### src/hdl/bms_pkg.sv
// Shared types and constants of the bilinear mask sampler.
package bms_pkg;

	// Action codes of an input item
	localparam logic ACT_WRITE  = 1'b0;
	localparam logic ACT_SAMPLE = 1'b1;

	// Configuration register indexes
	localparam logic [1:0] REG_IMAGE_WIDTH  = 2'd0;
	localparam logic [1:0] REG_IMAGE_HEIGHT = 2'd1;
	localparam logic [1:0] REG_DEPTH_MODE   = 2'd2;

	// Depth codes
	localparam logic DEPTH_1BIT = 1'b0;
	localparam logic DEPTH_8BIT = 1'b1;

	localparam int SIZE_W    = 9;   // width of a size register
	localparam int COORD_W   = 16;  // Q2.14 coordinate
	localparam int FRAC_W    = 14;
	localparam int SCALED_W  = 26;  // coordinate times size
	localparam int CFG_W     = 9;
	localparam int OUT_DEPTH = 4;   // result queue depth

	// Item passed from front to back, coordinates already scaled
	typedef struct packed {
		logic                       act;
		logic [7:0]                 col;
		logic [7:0]                 row;
		logic [7:0]                 val;
		logic signed [SCALED_W-1:0] su;
		logic signed [SCALED_W-1:0] sv;
	} item_t;

endpackage

### src/hdl/bms_front.sv
// Front end: accepts items, scales coordinates, queues work for the back end.
module bms_front #(
	parameter int MAX_WIDTH  = 256,
	parameter int MAX_HEIGHT = 256
) (
	input  logic                             clk,
	input  logic                             arst_n,
	input  logic                             in_valid,
	output logic                             in_ready,
	input  logic                             action,
	input  logic [7:0]                       pixel_col,
	input  logic [7:0]                       pixel_row,
	input  logic [7:0]                       pixel_value,
	input  logic signed [bms_pkg::COORD_W-1:0] sample_u,
	input  logic signed [bms_pkg::COORD_W-1:0] sample_v,
	input  logic [bms_pkg::SIZE_W-1:0]       eff_w,
	input  logic [bms_pkg::SIZE_W-1:0]       eff_h,
	input  logic                             depth_mode,
	output logic                             q_valid,
	output bms_pkg::item_t                   q_item,
	input  logic                             q_pop
);
	import bms_pkg::*;

	item_t      queue_q [2];
	logic       wptr_q, rptr_q;
	logic [1:0] cnt_q;
	item_t      new_item;
	logic       accept, drop, push;

	// Classify and scale the incoming item
	always_comb begin
		drop = (action == ACT_WRITE) &&
			((32'(pixel_col) >= MAX_WIDTH) || (32'(pixel_row) >= MAX_HEIGHT));
		new_item.act = action;
		new_item.col = pixel_col;
		new_item.row = pixel_row;
		new_item.val = (depth_mode == DEPTH_1BIT) ? {7'd0, pixel_value[0]} : pixel_value;
		new_item.su  = SCALED_W'(sample_u) * $signed({1'b0, eff_w});
		new_item.sv  = SCALED_W'(sample_v) * $signed({1'b0, eff_h});
	end

	assign in_ready = (cnt_q != 2'd2);
	assign accept   = in_valid && in_ready;
	assign push     = accept && !drop;
	assign q_valid  = (cnt_q != 2'd0);
	assign q_item   = queue_q[rptr_q];

	// Store queued items
	always_ff @(posedge clk) begin
		if (push) begin
			queue_q[wptr_q] <= new_item;
		end
	end

	// Advance queue pointers
	always_ff @(posedge clk or negedge arst_n) begin
		if (!arst_n) begin
			wptr_q <= 1'b0;
			rptr_q <= 1'b0;
			cnt_q  <= 2'd0;
		end else begin
			if (push) wptr_q <= ~wptr_q;
			if (q_pop) rptr_q <= ~rptr_q;
			cnt_q <= cnt_q + 2'(push) - 2'(q_pop);
		end
	end
endmodule

### config.mk
export PLATFORM = sky130hd
export DESIGN_NAME = bms_front
export DESIGN_NICKNAME = d
export VERILOG_FILES = /design/src/hdl/bms_pkg.sv /design/src/hdl/bms_front.sv
export SDC_FILE = /design/constraint.sdc
export NUM_CORES = 1
export LEC_CHECK = 0
export ABC_AREA = 1
export BUFFER_PORTS_ARGS = -buffer_cell sky130_fd_sc_hd__clkbuf_2
export CAP_MARGIN = 20
export CORE_ASPECT_RATIO = 0.7
export CORE_UTILIZATION = 25
export CTS_CLUSTER_DIAMETER = 120
export DETAILED_ROUTE_END_ITERATION = 10
export PLACE_DENSITY = 0.5
export SYNTH_ARGS = -nofsm -noshare
export SYNTH_HDL_FRONTEND = slang
export SYNTH_SLANG_ARGS = --single-unit
### constraint.sdc
create_clock -name clk -period 4.9 [get_ports clk]
set_clock_uncertainty 0.05 [all_clocks]
set_input_delay 0.245 -clock clk [delete_from_list [all_inputs] [get_ports clk]]
set_output_delay 0.245 -clock clk [all_outputs]
set_load 0.03 [all_outputs]
==> results by group <==
Critical path
  – Setup CP Type: in -> reg
  – Crit path arrival time: between 4000 and 5000 ps
  – Cell Chain, Critical Path: clkbuf_2 -> nand2_1 -> fa_1 -> fa_1 -> fa_1 -> inv_1 -> fa_1 -> inv_1 -> fa_1 -> inv_1 -> ha_1 -> nand2_1 -> nor2_1 -> nand2_1 -> nor2_1 -> nand2_1 -> nand4_1 -> nand2_1
  – Worst setup EP type: register
  – Reg-to-reg startpoint: cnt_q[1]
  – CP max FO: 5
  – CP startpoint kind: primary input
  – Slowest cell delay on critical path: 760 ps
  – Worst path slowest cell: fa_1
  – Critical path startpoint: eff_w[1]
  – CP Data Required Time: about 5000 ps

Route
  – Vias per std cell: about 4.1
  – Detail Route Antenna Nets: 0
  – Drt first pass iters: 5
  – WL final: approximately 46,000 µm
  – Drt drc: 0
  – 1st-iter DRT viols: 666
  – Post-DR wirelength/cell: roughly 14 µm
  – Via count: ~13,000

Timing
  – Peak Freq: between 200 and 250 MHz
  – Worst hold slack: roughly 33 ps
  – Final hold violations: 0
  – Measured slew at the worst slew-check pin: between 1000 and 1500 ps
  – Minimum period implied by the final worst setup slack: between 4000 and 5000 ps
  – Fin worst setup slack: 316 ps
  – Fin. max-slew vios: 0
  – Unrepaired setup endpoints after global routing: no
  – Tcrit/Tclk final: 0.936
  – Final setup vio count: 0
  – Slew headroom: 0.282

Synth
  – Post-Syn Area: between 15,000 and 20,000 µm²
  – Synth Instances: roughly 2,100
  – Post-synthesis compound-gate area fraction: 0.0145
  – Post-synth ARST share: 0.0253
  – Synth Register Bits: about 160
  – Largest family of logic cells by synthesized area: adder cells
  – Unique masters post-synth: 31
  – Sequential cell area fraction in the yosys report: 0.263
  – YS warnings: 0
  – Synth Area in Adders: 0.352
  – Post-synthesis mux area share: 0.0482
  – Net count after synthesis: between 2,000 and 3,000
  – Simple-gate share of the synthesized area: 0.171
  – Main synth FF type: edfxtp_1
  – Syn Area/Cell: 8.69 µm²
  – Post-synthesis xor/xnor area fraction: 0.0146
  – Post-synth EDFFs: 154

Clocking
  – Clock latency on the worst-skew pair: ~450 ps
  – H-tree Lvls: 4
  – Post-CTS Setup Repair Bufs: 0
  – Clock Tree Buf Depth: 2
  – Clock sinks: between 150 and 200
  – Clk root buf: clkbuf_16
  – CTS tree: yes
  – Clock slew at reported path FFs: 70 ps
  – CTS Buf Count: 17

Die
  – Die W: around 320 µm
  – IO Count: roughly 160
  – Core area: about 70,000 µm²
  – Die height: 226 µm
  – Die area: ~73,000 µm²
  – Standard-cell rows: 81
  – Starting Density: 0.255

Layout
  – Fillers: around 7,500
  – Layout cells sized above 1: 0.179
  – Sequential Area: approximately 4700 µm²
  – Area of the multi-input gates: around 11,000 µm²
  – Design Area, Final: about 21,000 µm²
  – Final net count: roughly 2,700
  – Ant diodes: 0
  – Post-Route Utilization: 0.302
  – Area Overhead vs Synth: 18.3%

Place
  – Post-DP HPWL: around 38,000 µm
  – RePlAce Congestion: between 0.8 and 0.9
  – Pre-CTS setup slack: -131 ps
  – Area after DPL: 20,500 µm²
  – Buffers on Ports: about 160

Global routing
  – Vias in the first global route: between 10,000 and 15,000
  – Largest net degree at the start of global routing: 69
  – First-pass GRT wire length: between 70,000 and 80,000 µm
  – Initial antenna violation count: 0
  – GRT overflow: 0
  – Global-route usage over all layers: 0.133

Worst hold path
  – Hold_sp: pixel_value[1]
  – Class of the worst hold path: in -> reg

Run
  – Max Cap Viol: 0

Status
  – Status: completed
==> sequential cells by signal, indices dropped and copies added, names as in the netlist <==
signal / cells
wptr_q: 1
cnt_q: 2
rptr_q: 1
queue_q: 154
==> stage by stage <==
step	TNS, ps	cells
final	0	3256
after global routing	0	3256
after CTS	0	3256
after detailed placement	-1640	3203
after global placement	-935	3203
after floorplan	0	2070
==> final timing paths <==
check | to | slack [ps] | depth (start not counted)
setup / recovery | queue_q[0][49] | 320 | 18
min in group asynchronous | wptr_q | 80 | 2
hold / removal | queue_q[0][53] | 30 | 3
max in group asynchronous | rptr_q | 4580 | 2
hold reg to reg | cnt_q[0] | 490 | 1
setup reg to reg | queue_q[0][58] | 2460 | 4
==> cell type report <==
type	instances	share of cell area
tap	954	0.0561
clock inverter	15	0.00847
inverter	572	0.101
multi-input combinational	1263	0.508
clock buffer	17	0.0200
sequential	158	0.222
timing repair buffer	277	0.0840
==> synth_stat cells (2+ instances only) <==
library cell    n  area share
inv_2           5      0.0010
mux2_2         77       0.048
clkbuf_1       62       0.013
nand3b_1        5      0.0021
xnor2_1        11      0.0054
nand2_1       582        0.12
buf_2           9      0.0025
nor2_2         15      0.0052
nand3_2         3      0.0017
buf_4           4      0.0017
nand3_1        52       0.014
a21oi_1        40       0.011
dfrtp_1         4      0.0056
nor2_1         47      0.0098
nand4_1        16      0.0056
buf_1           2     0.00042
edfxtp_1      154        0.26
nor3_2          3      0.0017
fa_1          244        0.27
xor2_1         19      0.0093
nand2_2        16      0.0056
o21bai_1        4      0.0017
o21ai_0         6      0.0017
inv_1         567        0.12
ha_1          116       0.081
or2_1           2     0.00070
==> layout by cell type, fill, tap and decap left out, types with 2 or more instances in the layout <==
master / count
a21oi_1: 40
ha_1: 116
dfrtp_1: 3
dlygate4sd3_1: 21
mux2_2: 77
buf_12: 4
nor3_2: 3
clkinv_8: 4
nor2_1: 45
nor2_2: 15
nand3b_1: 5
inv_6: 3
inv_1: 567
or2_1: 2
nand2_1: 582
nor2_4: 2
xnor2_1: 11
clkbuf_16: 17
nand4_1: 16
nand2_2: 16
o21bai_1: 4
nand3_1: 52
inv_2: 5
inv_8: 5
buf_4: 94
nand3_2: 3
xor2_1: 19
edfxtp_1: 154
o21ai_0: 6
fa_1: 244
clkbuf_2: 157
==> critical path: cells and delay by family <==
kind	cells	cell delay, ps
buffers and inverters	4	290
adder cells (fa/ha/maj)	6	3190
AND/OR/NAND/NOR	8	990
==> cell families after synthesis <==
kind of cell | Yosys count
flops | 158
xor+xnor | 30
compound gates | 50
mux | 77
fa+ha+maj | 360
buf+inv | 649
simple gates | 746
==> per-layer routing <==
metal	share of wire	track usage	vias to the layer above
met5	0	0	-
li1	-	-	6546
met4	0.0069	0.0206	0
met2	0.42	0.196	249
met1	0.53	0.203	6571
met3	0.044	0.0240	20
==> timing repair <==
action | CTS | global route
gates resized for setup | 0 | 1
endpoints found under the hold margin | 42 | 0
hold buffers | 21 | 0
endpoints found under the setup margin | 0 | 2
Power is left out: the tool's default activity adds up to more than one toggle a clock period on the data nets, which glitch-free logic cannot reach.
